**src/rtl/csvp_pkg.sv**
```systemverilog
// ----------------------------------------------------------------------------
// csvp_pkg: shared types and constants for the CSV field parser
// Character codes, parser mode encoding and the result word layout.
// ----------------------------------------------------------------------------
package csvp_pkg;

    localparam logic [7:0] CH_COMMA = 8'h2C;
    localparam logic [7:0] CH_CR    = 8'h0D;
    localparam logic [7:0] CH_LF    = 8'h0A;
    localparam logic [7:0] CH_QUOTE = 8'h22;

    // Parser mode. Codes six and seven are never reached; they decode as
    // cell start.
    typedef enum logic [2:0] {
        MODE_START  = 3'd0,
        MODE_PLAIN  = 3'd1,
        MODE_QUOTED = 3'd2,
        MODE_QSEEN  = 3'd3,
        MODE_SKIP   = 3'd4,
        MODE_ERROR  = 3'd5
    } mode_t;

    // One result word.
    typedef struct packed {
        logic [7:0] content_byte;
        logic       content_valid;
        logic       cell_done;
        logic       cell_null;
        logic       row_first;
        logic       table_done;
        logic       bad_format;
    } result_t;

    function automatic logic is_delim(input logic [7:0] b);
        return (b == CH_COMMA) || (b == CH_CR) || (b == CH_LF);
    endfunction

endpackage

```
**src/rtl/csvp_fsm.sv**
```systemverilog
// ----------------------------------------------------------------------------
// csvp_fsm: CSV tokenizer state machine
// Holds parser mode, row-start and cell-text flags; decides one byte per
// enabled cycle and produces the result word combinationally.
// ----------------------------------------------------------------------------
module csvp_fsm (
    input  logic              aclk,
    input  logic              aresetn,
    input  logic              step_en,
    input  logic [7:0]        data_byte,
    input  logic              at_end,
    output csvp_pkg::result_t result
);

    csvp_pkg::mode_t mode_reg, mode_next;
    logic            row_start_reg, row_start_next;
    logic            has_text_reg, has_text_next;

    logic is_quote;
    logic is_dl;

    assign is_quote = (data_byte == csvp_pkg::CH_QUOTE);
    assign is_dl    = csvp_pkg::is_delim(data_byte);

    always_ff @(posedge aclk) begin
        if (!aresetn) begin
            mode_reg      <= csvp_pkg::MODE_START;
            row_start_reg <= 1'b1;
            has_text_reg  <= 1'b0;
        end else if (step_en) begin
            mode_reg      <= mode_next;
            row_start_reg <= row_start_next;
            has_text_reg  <= has_text_next;
        end
    end

    // Next state
    always_comb begin
        mode_next      = mode_reg;
        row_start_next = row_start_reg;
        has_text_next  = has_text_reg;
        if (at_end) begin
            if (mode_reg == csvp_pkg::MODE_QUOTED) begin
                mode_next = csvp_pkg::MODE_ERROR;
            end else begin
                // table end or error recovery: back to reset state
                mode_next      = csvp_pkg::MODE_START;
                row_start_next = 1'b1;
                has_text_next  = 1'b0;
            end
        end else begin
            case (mode_reg)
                csvp_pkg::MODE_PLAIN: begin
                    if (is_dl) begin
                        mode_next      = (data_byte == csvp_pkg::CH_CR) ?
                                         csvp_pkg::MODE_SKIP : csvp_pkg::MODE_START;
                        row_start_next = (data_byte != csvp_pkg::CH_COMMA);
                        has_text_next  = 1'b0;
                    end else begin
                        has_text_next = 1'b1;
                    end
                end
                csvp_pkg::MODE_QUOTED: begin
                    if (is_quote) begin
                        mode_next = csvp_pkg::MODE_QSEEN;
                    end else begin
                        has_text_next = 1'b1;
                    end
                end
                csvp_pkg::MODE_QSEEN: begin
                    if (is_quote) begin
                        mode_next     = csvp_pkg::MODE_QUOTED;
                        has_text_next = 1'b1;
                    end else if (is_dl) begin
                        mode_next      = (data_byte == csvp_pkg::CH_CR) ?
                                         csvp_pkg::MODE_SKIP : csvp_pkg::MODE_START;
                        row_start_next = (data_byte != csvp_pkg::CH_COMMA);
                        has_text_next  = 1'b0;
                    end else begin
                        mode_next = csvp_pkg::MODE_ERROR;
                    end
                end
                csvp_pkg::MODE_SKIP: begin
                    mode_next = csvp_pkg::MODE_START;
                end
                csvp_pkg::MODE_ERROR: begin
                    mode_next = csvp_pkg::MODE_ERROR;
                end
                default: begin
                    // cell start (unused codes decode here too)
                    if (is_quote) begin
                        mode_next = csvp_pkg::MODE_QUOTED;
                    end else if (is_dl) begin
                        mode_next      = (data_byte == csvp_pkg::CH_CR) ?
                                         csvp_pkg::MODE_SKIP : csvp_pkg::MODE_START;
                        row_start_next = (data_byte != csvp_pkg::CH_COMMA);
                        has_text_next  = 1'b0;
                    end else begin
                        mode_next     = csvp_pkg::MODE_PLAIN;
                        has_text_next = 1'b1;
                    end
                end
            endcase
        end
    end

    // Outputs
    always_comb begin
        result = '0;
        if (at_end) begin
            case (mode_reg)
                csvp_pkg::MODE_ERROR: begin
                    result = '0;
                end
                csvp_pkg::MODE_QUOTED: begin
                    result.bad_format = 1'b1;
                end
                csvp_pkg::MODE_PLAIN, csvp_pkg::MODE_QSEEN: begin
                    result.cell_done  = 1'b1;
                    result.cell_null  = ~has_text_reg;
                    result.row_first  = row_start_reg;
                    result.table_done = 1'b1;
                end
                default: begin
                    result.table_done = 1'b1;
                end
            endcase
        end else begin
            case (mode_reg)
                csvp_pkg::MODE_PLAIN: begin
                    if (is_dl) begin
                        result.cell_done = 1'b1;
                        result.cell_null = ~has_text_reg;
                        result.row_first = row_start_reg;
                    end else begin
                        result.content_byte  = data_byte;
                        result.content_valid = 1'b1;
                    end
                end
                csvp_pkg::MODE_QUOTED: begin
                    if (!is_quote) begin
                        result.content_byte  = data_byte;
                        result.content_valid = 1'b1;
                    end
                end
                csvp_pkg::MODE_QSEEN: begin
                    if (is_quote) begin
                        result.content_byte  = csvp_pkg::CH_QUOTE;
                        result.content_valid = 1'b1;
                    end else if (is_dl) begin
                        result.cell_done = 1'b1;
                        result.cell_null = ~has_text_reg;
                        result.row_first = row_start_reg;
                    end else begin
                        result.bad_format = 1'b1;
                    end
                end
                csvp_pkg::MODE_SKIP, csvp_pkg::MODE_ERROR: begin
                    result = '0;
                end
                default: begin
                    if (is_quote) begin
                        result = '0;
                    end else if (is_dl) begin
                        result.cell_done = 1'b1;
                        result.cell_null = ~has_text_reg;
                        result.row_first = row_start_reg;
                    end else begin
                        result.content_byte  = data_byte;
                        result.content_valid = 1'b1;
                    end
                end
            endcase
        end
    end

endmodule

```
**src/rtl/csv_field_parser_top.sv**
```systemverilog
// ----------------------------------------------------------------------------
// csv_field_parser_top: streaming CSV cell tokenizer, one result word per byte
// Path: an accepted word is held in the input register, its result in the result register.
// Throughput: 1 word per cycle while m_ready is high; the parser state loop holds no extra register.
// Reset: synchronous active-low aresetn empties both stages, parser at cell start.
// ----------------------------------------------------------------------------
module csv_field_parser_top (
    input  logic       aclk,
    input  logic       aresetn,

    // input word channel
    input  logic       s_valid,
    output logic       s_ready,
    input  logic [7:0] s_data_byte,
    input  logic       s_at_end,

    // result word channel
    output logic       m_valid,
    input  logic       m_ready,
    output logic [7:0] m_content_byte,
    output logic       m_content_valid,
    output logic       m_cell_done,
    output logic       m_cell_null,
    output logic       m_row_first,
    output logic       m_table_done,
    output logic       m_bad_format
);

    // Stage 1: input register. Holds one accepted word until the parser
    // consumes it.
    logic       in_vld_reg;
    logic [7:0] in_byte_reg;
    logic       in_end_reg;

    // Stage 2: result register.
    logic              out_vld_reg;
    csvp_pkg::result_t out_reg;

    csvp_pkg::result_t step_result;
    logic              step_en;

    // The parser steps when a word waits in stage 1 and the result register
    // is empty or being drained this cycle. The state update and the result
    // load happen on the same edge.
    assign step_en = in_vld_reg && (!out_vld_reg || m_ready);

    // Stage 1 may take a new word whenever it is empty or its word moves on.
    assign s_ready = !in_vld_reg || step_en;

    always_ff @(posedge aclk) begin
        if (!aresetn) begin
            in_vld_reg <= 1'b0;
        end else if (s_ready) begin
            in_vld_reg <= s_valid;
        end
    end

    // payload, no reset needed
    always_ff @(posedge aclk) begin
        if (s_valid && s_ready) begin
            in_byte_reg <= s_data_byte;
            in_end_reg  <= s_at_end;
        end
    end

    // Parser: mode / row-start / cell-text state plus the per-byte decision.
    csvp_fsm u_fsm (
        .aclk      (aclk),
        .aresetn   (aresetn),
        .step_en   (step_en),
        .data_byte (in_byte_reg),
        .at_end    (in_end_reg),
        .result    (step_result)
    );

    always_ff @(posedge aclk) begin
        if (!aresetn) begin
            out_vld_reg <= 1'b0;
        end else if (step_en) begin
            out_vld_reg <= 1'b1;
        end else if (m_ready) begin
            out_vld_reg <= 1'b0;
        end
    end

    always_ff @(posedge aclk) begin
        if (step_en) begin
            out_reg <= step_result;
        end
    end

    assign m_valid         = out_vld_reg;
    assign m_content_byte  = out_reg.content_byte;
    assign m_content_valid = out_reg.content_valid;
    assign m_cell_done     = out_reg.cell_done;
    assign m_cell_null     = out_reg.cell_null;
    assign m_row_first     = out_reg.row_first;
    assign m_table_done    = out_reg.table_done;
    assign m_bad_format    = out_reg.bad_format;

endmodule
```
**config.mk**
```make
export PLATFORM = sky130hd
export DESIGN_NAME = csv_field_parser_top
export DESIGN_NICKNAME = d
export VERILOG_FILES = /design/src/rtl/csvp_pkg.sv /design/src/rtl/csvp_fsm.sv /design/src/rtl/csv_field_parser_top.sv
export SDC_FILE = /design/constraint.sdc
export NUM_CORES = 1
export LEC_CHECK = 0
export ABC_AREA = 1
export ABC_CLOCK_PERIOD_IN_PS = 2280
export BUFFER_PORTS_ARGS = -buffer_cell sky130_fd_sc_hd__buf_2
export CAP_MARGIN = 20
export CORE_ASPECT_RATIO = 1.25
export CORE_MARGIN = 1
export CORE_UTILIZATION = 35
export CTS_CLUSTER_SIZE = 30
export DETAILED_ROUTE_END_ITERATION = 8
export SETUP_SLACK_MARGIN = 0.15
export SKIP_CTS_REPAIR_TIMING = 1
export SLEW_MARGIN = 20
export SYNTH_ARGS = -nofsm -noshare
export SYNTH_HDL_FRONTEND = slang
export SYNTH_HIERARCHICAL = 1
export SYNTH_SLANG_ARGS = --single-unit
```
**constraint.sdc**
```tcl
create_clock -name aclk -period 2.28 [get_ports aclk]
set_input_delay 0.114 -clock aclk [delete_from_list [all_inputs] [get_ports aclk]]
set_output_delay 0.114 -clock aclk [all_outputs]
set_load 0.01 [all_outputs]
```
# Word level (Yosys, flattened, before mapping)
# Index checks and enable logic that the tools add are counted.
[totals]
ff_bits = 30
word_cells = 89
input_bits = 13
output_inout_bits = 16
[classes]
reduce_logical = 16
mux = 39
bitwise = 1
n_eq_ne = 19
[op_table]
columns = ["op", "count"]
rows = [
  ["3-bit 2-to-1 mux", 12],
  ["9-bit one-hot mux with 4 select lines", 1],
  ["9-bit 2-to-1 mux", 2],
  ["1-bit 2-to-1 mux", 17],
  ["8-bit by 4-bit == test with 1-bit output (second input constant)", 2],
  ["8-bit by 6-bit == test with 1-bit output (second input constant)", 2],
  ["3-bit one-hot mux with 5 select lines", 1],
  ["12-bit 2-to-1 mux", 1],
  ["3-bit one-hot mux with 3 select lines", 1],
  ["8-bit by 6-bit inequality test with 1-bit output (second input constant)", 1],
  ["7-bit 2-to-1 mux", 1],
  ["3-bit by 2-bit == test with 1-bit output (second input constant)", 2],
  ["3-bit == test (second input constant)", 2],
  ["3-bit by 2-bit inequality test with 1-bit output (second input constant)", 2],
  ["6-bit AND reduction", 1],
  ["2-bit OR reduction", 3],
  ["5-bit 2-to-1 mux", 1],
  ["1-bit logical OR", 4],
  ["2-bit by 1-bit inequality test with 1-bit output (second input constant)", 2],
  ["2-bit inequality test (second input constant)", 2],
  ["4-bit by 2-bit inequality test with 1-bit output (second input constant)", 1],
  ["4-bit inequality test (second input constant)", 1],
  ["1-bit one-hot mux with 4 select lines", 1],
  ["4-bit AND reduction", 1],
  ["other kinds (9)", 11],
]

# Longest topological paths before layout
# Gate-level depths: netlist of run 1.
[depth]
depth_word = 7
depth_mapped = 12

# By module
# Netlist of run 1, hierarchy kept.
[modules_own_cells]
columns = ["mod", "area_each_um2", "cells_per_inst", "n_inst"]
rows = [
  ["csv_field_parser_top", 785.8, 36, 1],
  ["csvp_fsm", 728.2, 140, 1],
]

# Least setup slack after synthesis of run 1
# No wires, ideal clock.
[synth_timing]
path_kind = "register to register"
start = "register out_vld_reg (netlist: m_valid)"
end = "register u_fsm.row_start_reg"
n_path_buf = 0
required_time_ns = 2.161
arrival_time_ns = 1.896
path_stages_with_launch = 7
path_slack_ns = 0.265
setup_ns = 0.119
path_cell_list = "dfxtp_1 a21oi_1 o211ai_1 a31oi_1 o21ai_0 nand2_1 nand3_1"
[synth_between]
elab_chain_cells = 4
[synth_lines]
columns = ["element", "line", "text"]
rows = [
  ["start: declaration", "csv_field_parser_top.sv:36", "logic out_vld_reg;"],
  ["start signal: assignment", "csv_field_parser_top.sv:78", "out_vld_reg <= 1'b0;"],
  ["start signal: assignment", "csv_field_parser_top.sv:80", "out_vld_reg <= 1'b1;"],
  ["start signal: assignment", "csv_field_parser_top.sv:82", "out_vld_reg <= 1'b0;"],
  ["1-bit logical NOT", "csv_field_parser_top.sv:45", "assign step_en = in_vld_reg && (!out_vld_reg || m_ready);"],
  ["1-bit logical OR", "csv_field_parser_top.sv:45", ""],
  ["1-bit logical AND", "csv_field_parser_top.sv:45", ""],
  ["net step_en", "csv_field_parser_top.sv:40", "logic step_en;"],
  ["4-bit AND reduction (no line)", "n/a", ""],
  ["end signal: assignment", "csvp_fsm.sv:32", "row_start_reg <= row_start_next;"],
  ["end: declaration", "csvp_fsm.sv:16", "logic row_start_reg, row_start_next;"],
]
# The timed path passes the listed nets, and every way through them passes these cells.
# A chain may end at the register's enable or synchronous reset.

==> results of run 1 <==
-- kinds of logic after synthesis --
logic type             share of synthesized area (%)
and+or+nand+nor                                30.66
buffers and inverters                          8.347
DFF                                            54.88
AOI/OAI and AO/OA                              6.116
-- power groups by stage --
stage / registers [mW] / clock network (mW) / logic, mW
after floorplan: 0.657 / 0 / 0.107
final: 0.639 / 0.397 / 0.174
after CTS: 0.639 / 0.415 / 0.166
after global placement: 0.650 / 0 / 0.167
after detailed placement: 0.651 / 0 / 0.165
after global routing: 0.643 / 0.436 / 0.196
-- synth_stat cells, drive strengths merged --
master | n | area, µm²
a21boi | 1 | 11.26
a21oi | 7 | 38.79
a31oi | 2 | 12.51
buf | 2 | 10.01
dfxtp | 7 | 140.1
edfxtp | 23 | 690.7
inv | 31 | 116.4
nand2 | 48 | 200.2
nand3 | 15 | 90.09
nand3b | 2 | 15.01
nand4 | 2 | 12.51
nor2 | 25 | 116.4
nor3 | 6 | 30.03
o211ai | 1 | 7.510
o21ai | 3 | 15.01
o21bai | 1 | 7.510
-- through the flow --
stage	setup WS [ns]	cell area [µm²]	cells	hold slack, ns	util [%]
2_1_floorplan	0.2650	1514	176	0.1981	-
3_3_place_gp	0.6096	1737	261	0.2913	42.04
3_5_place_dp	0.6164	1737	261	0.2921	42.04
4_1_cts	0.6120	1818	269	0.0002240	44.00
5_1_grt	0.4538	1878	275	0.002410	45.46
6_report	0.6127	1878	275	0.009798	45.46
-- worst reg2reg max path, cell delays in order (launching register included) --
cell and delay (ns):
edfxtp_1 0.40, inv_2 0.09, nand2_1 0.07, nor2_2 0.18
nand2_4 0.12, nand2_2 0.11, nand3_1 0.11, a31oi_1 0.27
nor2_1 0.07
-- cell type report --
class	instances	area [µm²]
Multi-Input combinational cell	113	556.8
Clock inverter	2	8.758
Fill cell	414	2253
Sequential cell	30	830.8
Inverter	31	116.4
Clock buffer	6	72.57
Timing Repair Buffer	37	222.7
Tap cell	56	70.07
-- worst max path at each step --
stage                                  endpoint  slack [ns]
6_report                  m_row_first$_DFFE_PP_        0.61
5_1_grt                   m_cell_null$_DFFE_PP_        0.45
2_1_floorplan  u_fsm/row_start_reg$_SDFFE_PN1P_        0.27
3_3_place_gp              m_row_first$_DFFE_PP_        0.61
3_5_place_dp              m_cell_null$_DFFE_PP_        0.62
4_1_cts                   m_cell_null$_DFFE_PP_        0.61
-- layer usage --
layer  vias to the layer above  wire length (µm)
li1                        652                 -
met1                       547              1275
met2                        55              1528
met3                        10               137
met4                         0                67
met5                         -                 0
==> impl_results.md, run 1 <==
* Slew of the pin with the lowest slew margin at 0.3251 ns
* Global-route wire length before repair at 4761 µm
* Synth Instances at 176
* Shortest period the worst path allows at 1.667 ns
* GR Layer Usage met2 at 24.42%
* Post-route DRC violation count at 0
* Syn Area/Cell at 8.602 µm²
* Start point of the critical path: in_byte_reg[0]$_DFFE_PP_
* Clk network pwr share at 32.8%
* Post-Syn Nets at 189
* Share of the yosys chip area belonging to registers at 54.88%
* CTS Buf Count at 5
* Clock root buffer master: clkbuf_8
* Worst slew slack as a fraction of its limit at 78.31%
* Syn. warnings at 6
* Insertion delay of the later-clocked pin in the worst-skew pair at 0.27 ns
* Areal power density over the cells at 644.1 nW/µm²
* Most frequent cells in the layout: nand2_1 (42), buf_2 (28), inv_1 (27), edfxtp_1 (23), nor2_1 (20)
* Remaining number of nets flagged by the antenna check after routing at 0
* Initial core utilization at 36.64%
* Combinational group share of total power at 14.4%
* H-tree lvl count at 2
* Number of distinct library cell variants in the gate-level netlist after synthesis at 24
* Number of failing setup endpoints in the final timing report at 0
* Routability cong. at 0.9066
* Num rows at 26
* Arrival time at the worst endpoint at 1.69 ns
* Launch point of the worst reg-to-reg path: in_byte_reg[0]$_DFFE_PP_
* Vias per cell at 4.596
* Worst-case reg-to-reg path depth at 8
* Setup TNS at 0 ns
* Leftover overflow at the end of global routing at 0
* Number of placed I/O pins at 29
* Worst hold path depth at 1
* Depth of the critical timing path with buffers and inverters included at 8
* Final Hold Fails at 0
* Startpoint Class: flop
* Register share of total power at 52.8%
* Critical Path End Type: flop
* Net count reported at finish at 231
* Cell type group with the largest total delay on the critical path: simple AND/OR/NAND/NOR gates
* Maximum VDD drop at 0.3295 mV
* Final clock period utilization by the worst path at 73.13%
* Master of the slowest instance on the critical path: edfxtp_1
* Post-layout total power at 1.210 mW
* Buffering stage count on the worst path with inverters included at 1
* FF-to-FF End: m_row_first$_DFFE_PP_
* Width of the chip at 60.83 µm
* Count of clock tree sinks at 30
* Cell-internal power at 0.9013 mW
* Clock tree from TritonCTS: done
* Setup repair after global routing missed its margin: no
* Number of vias after detailed routing at 1,264
* Stage delay of the slowest cell on the critical path at 0.40 ns
* Series of cell instances along the critical path: inv_2 > nand2_1 > nor2_2 > nand2_4 > nand2_2 > nand3_1 > a31oi_1 > nor2_1
* Synth Cell Area at 1514 µm²
* Global-route track usage on met3 at 4.584%
* Critical path class: flop to flop
* Total count of max-transition violations in the final report at 0
* Crit path max fanout at 9
* Number of register bits inferred by synthesis at 30
* Most common library cell in the layout ignoring fill and taps: nand2_1
* Max Cap Viol at 0
* Antenna violations before repair at 0
* Class of the tightest hold or removal check: input pin to flop
* Layout cell share with drive strength beyond 1 at 26.03%
* Initial drt markers at 64
* Total iterations of the first detailed-routing run at 4
* Ant. Diodes at 0
* Total global-route track usage at 14.61%
* Max Clock Skew at 0.003380 ns
* Largest net degree at the start of global routing at 12
* Detailed placement HPWL at 2240 µm
* Status: finished clean
* Critical path data required time at 2.30 ns
* Layer with the highest usage after global routing: met2
* Buffers on Ports at 28
* Total wire length at 3009 µm
* Clock buffer depth at 2
* Clock transition at the registers of the reported paths at 0.06 ns
* Core Footprint at 4131 µm²
* Hold path startpoint: s_at_end
* Number of global-route vias before repair at 1,146
* Leak pwr at 0.9088 nW
* Endpoint with the worst hold slack: in_end_reg$_DFFE_PP_
* Maximum achievable frequency at 0.5998 GHz
* Synth-to-Final Area Change at 24.05%
* Routed length per instance at 10.94 µm
* Switching share of total power at 25.49%
* Die height at 75.53 µm
* GR met1 Demand/Resource at 15.88%
* Area of the die at 4594 µm²
* Net switching power at 0.3084 mW
* Worst R2R Setup Slack at 0.61 ns
Note: power is estimated with default switching activity, not from simulation.
==> run 2: changes to the inputs <==
Settings changed: ABC_CLOCK_PERIOD_IN_PS 2280 to 1400.
Clock period 2.28 ns to 1.4 ns, I/O delays scaled along.
==> run 2 against run 1 <==
  * The flow now finishes with violations (setup timing)
  * Sequential power is 63% higher
  * Cell count is 12% higher
  * Core utilization is 11 points higher
==> impl_results.md, run 2 (synthesis results as in run 1) <==
* Total wire length at 3576 µm (+19%)
* Shortest period the worst path allows at 1.579 ns (-0.08806 ns)
* Core Footprint at 4131 µm² (unchanged)
* Number of failing setup endpoints in the final timing report at 18 (+18)
* Leak pwr at 1.100 nW (+21%)
* Buffers on Ports at 28 (unchanged)
* Multi-input logic area at 728.2 µm² (+31%)
* Leftover overflow at the end of global routing at 0 (unchanged)
* Layout cell share with drive strength beyond 1 at 49.41% (+23 points)
* Worst slew slack as a fraction of its limit at 78.03% (-0.28 points)
* Cell with the most instances on the worst path: nand2_4
* Status: finished, violations left
* Worst hold slack across all endpoints at 0.03376 ns (+0.02396 ns)
* Total global-route track usage at 16.13% (+1.5 points)
* Cell area after placement at 1982 µm² (+14%)
* Critical path class: flop to flop
* FF-to-FF End: m_row_first$_DFFE_PP_
* Total count of max-transition violations in the final report at 0 (unchanged)
* Detailed placement HPWL at 2515 µm (+12%)
* Critical path data required time at 1.43 ns (-0.87 ns)
* Final core occ at 56.15% (+11 points)
* Global-route wire length before repair at 5209 µm (+9.4%)
* Antenna violations before repair at 0 (unchanged)
* Area of the die at 4594 µm² (unchanged)
* Largest net degree at the start of global routing at 15 (+3)
* Synth-to-Final Area Change at 53.22%
* Setup TNS at -2.272 ns (-2.272 ns)
* Max Clock Skew at 0.004908 ns (+0.001528 ns)
* Class of the tightest hold or removal check: input pin to flop
* Maximum VDD drop at 0.6635 mV (+100%)
* Register cell area after layout at 835.8 µm² (+0.60%)
* Setup repair after global routing missed its margin: yes
* Maximum achievable frequency at 0.6332 GHz (+5.6%)
* Clock buffer depth at 2 (unchanged)
* CTS Buf Count at 5 (unchanged)
* Clock tree from TritonCTS: done
* Vias per cell at 4.472 (-2.7%)
* Max Cap Viol at 0 (unchanged)
* Cell type group with the largest total delay on the critical path: simple AND/OR/NAND/NOR gates
* Ant. Diodes at 0 (unchanged)
* Layout filler cell count at 380 (-8.2%)
* Final Hold Fails at 0 (unchanged)
* Master of the slowest instance on the critical path: edfxtp_1
* Number of placed I/O pins at 29 (unchanged)
* Clock root buffer master: clkbuf_8
* Remaining number of nets flagged by the antenna check after routing at 0 (unchanged)
* Stage delay of the slowest cell on the critical path at 0.42 ns (+0.02 ns)
* Critical Path End Type: flop
* Insertion delay of the later-clocked pin in the worst-skew pair at 0.28 ns (about the same)
* Post-route DRC violation count at 0 (unchanged)
* Initial core utilization at 36.64% (unchanged)
* Areal power density over the cells at 900.7 nW/µm² (+40%)
* H-tree lvl count at 2 (unchanged)
* Num rows at 26 (unchanged)
* Number of global-route vias before repair at 1,153 (+0.61%)
* Buffering stage count on the worst path with inverters included at 1 (unchanged)
* Arrival time at the worst endpoint at 1.61 ns (-0.08 ns)
* Initial drt markers at 34 (-47%)
* Crit path max fanout at 5 (-4)
* Total iterations of the first detailed-routing run at 4 (unchanged)
* Violated checks: setup timing
* Net count reported at finish at 265 (+15%)
* Die height at 75.53 µm (unchanged)
* Startpoint Class: flop
* Number of vias after detailed routing at 1,382 (+9.3%)
* Slew of the pin with the lowest slew margin at 0.3292 ns (+0.004179 ns)
* Worst-case setup margin in the final layout at -0.1792 ns (-0.7919 ns)
* Start point of the critical path: in_byte_reg[2]$_DFFE_PP_
* Worst R2R Setup Slack at -0.18 ns (-0.79 ns)
* Final Cell Area at 2320 µm² (+24%)
* Critical Path Sink: m_row_first$_DFFE_PP_
* Most frequent cells in the layout: nand2_1 (31), buf_4 (30), buf_2 (28), edfxtp_1 (23), inv_1 (20)
* Clock transition at the registers of the reported paths at 0.06 ns (about the same)
* Width of the chip at 60.83 µm (unchanged)
* Most common library cell in the layout ignoring fill and taps: nand2_1
* Depth of the critical timing path with buffers and inverters included at 8 (unchanged)
* Count of clock tree sinks at 30 (unchanged)
* Launch point of the worst reg-to-reg path: in_byte_reg[2]$_DFFE_PP_
* Final clock period utilization by the worst path at 112.8% (+40 points)
* Routability cong. at 0.9248 (+2.0%)
* Routed length per instance at 11.57 µm (+5.8%)
* Worst-case reg-to-reg path depth at 8 (unchanged)
* Series of cell instances along the critical path: inv_2 > nand2_1 > nor2_4 > nand2_4 > nand2_4 > nand3_4 > a31oi_4 > nor2_1
-- run 2: cell count changes in the layout (fill, tap and decap cells not counted), sizes merged --
cell	before	now
nand2	48	49
clkinv	2	1
buf	31	61
dlygate4sd3	6	9
clkbuf	6	7
-- run 2: final cells by class --
class                   count  area share (%)
clock buffers               7           3.290
clock inverters             1          0.1618
inverters                  31           5.016
multi-input cells         114           31.39
flip-flops and latches     30           36.03
well taps                  56           3.021
repair buffers             70           21.09
-- run 2: how the worst min path moves through the flow --
stage / from / end / slack, ns / depth (start not counted)
after floorplan: aresetn / u_fsm/row_start_reg$_SDFFE_PN1P_ / 0.15 / 1
after global placement: s_data_byte[5] / in_byte_reg[5]$_DFFE_PP_ / 0.25 / 1
after detailed placement: s_data_byte[5] / in_byte_reg[5]$_DFFE_PP_ / 0.25 / 1
after CTS: s_data_byte[5] / in_byte_reg[5]$_DFFE_PP_ / -0.05 / 1
after global routing: aresetn / u_fsm/row_start_reg$_SDFFE_PN1P_ / 0.03 / 2
final: aresetn / u_fsm/row_start_reg$_SDFFE_PN1P_ / 0.03 / 2
-- run 2: report_power, final --
part	switching [mW]	total (mW)	internal [mW]
Combinational	0.224	0.406	0.183
Clock	0.294	0.639	0.345
Sequential	0.0256	1.04	1.02
Total	0.543	2.09	1.55
-- run 2: metrics by stage --
| step | power [mW] | cells | setup slack [ns] |
|---|---|---|---|
| global route | 2.193 | 309 | -0.2770 |
| floorplan | 1.256 | 176 | -0.04856 |
| finish | 2.089 | 309 | -0.1792 |
| detailed placement | 1.391 | 287 | -0.2063 |
| global placement | 1.391 | 287 | -0.1552 |
| CTS | 2.043 | 295 | -0.2314 |
-- run 2: layer usage --
metal | global-route usage [%] | up-vias | wire, µm
met4 | 8.081 | 0 | 76
met3 | 4.754 | 8 | 109
met5 | 0 | - | 0
met1 | 18.97 | 624 | 1550
met2 | 26.62 | 31 | 1839
li1 | - | 719 | -
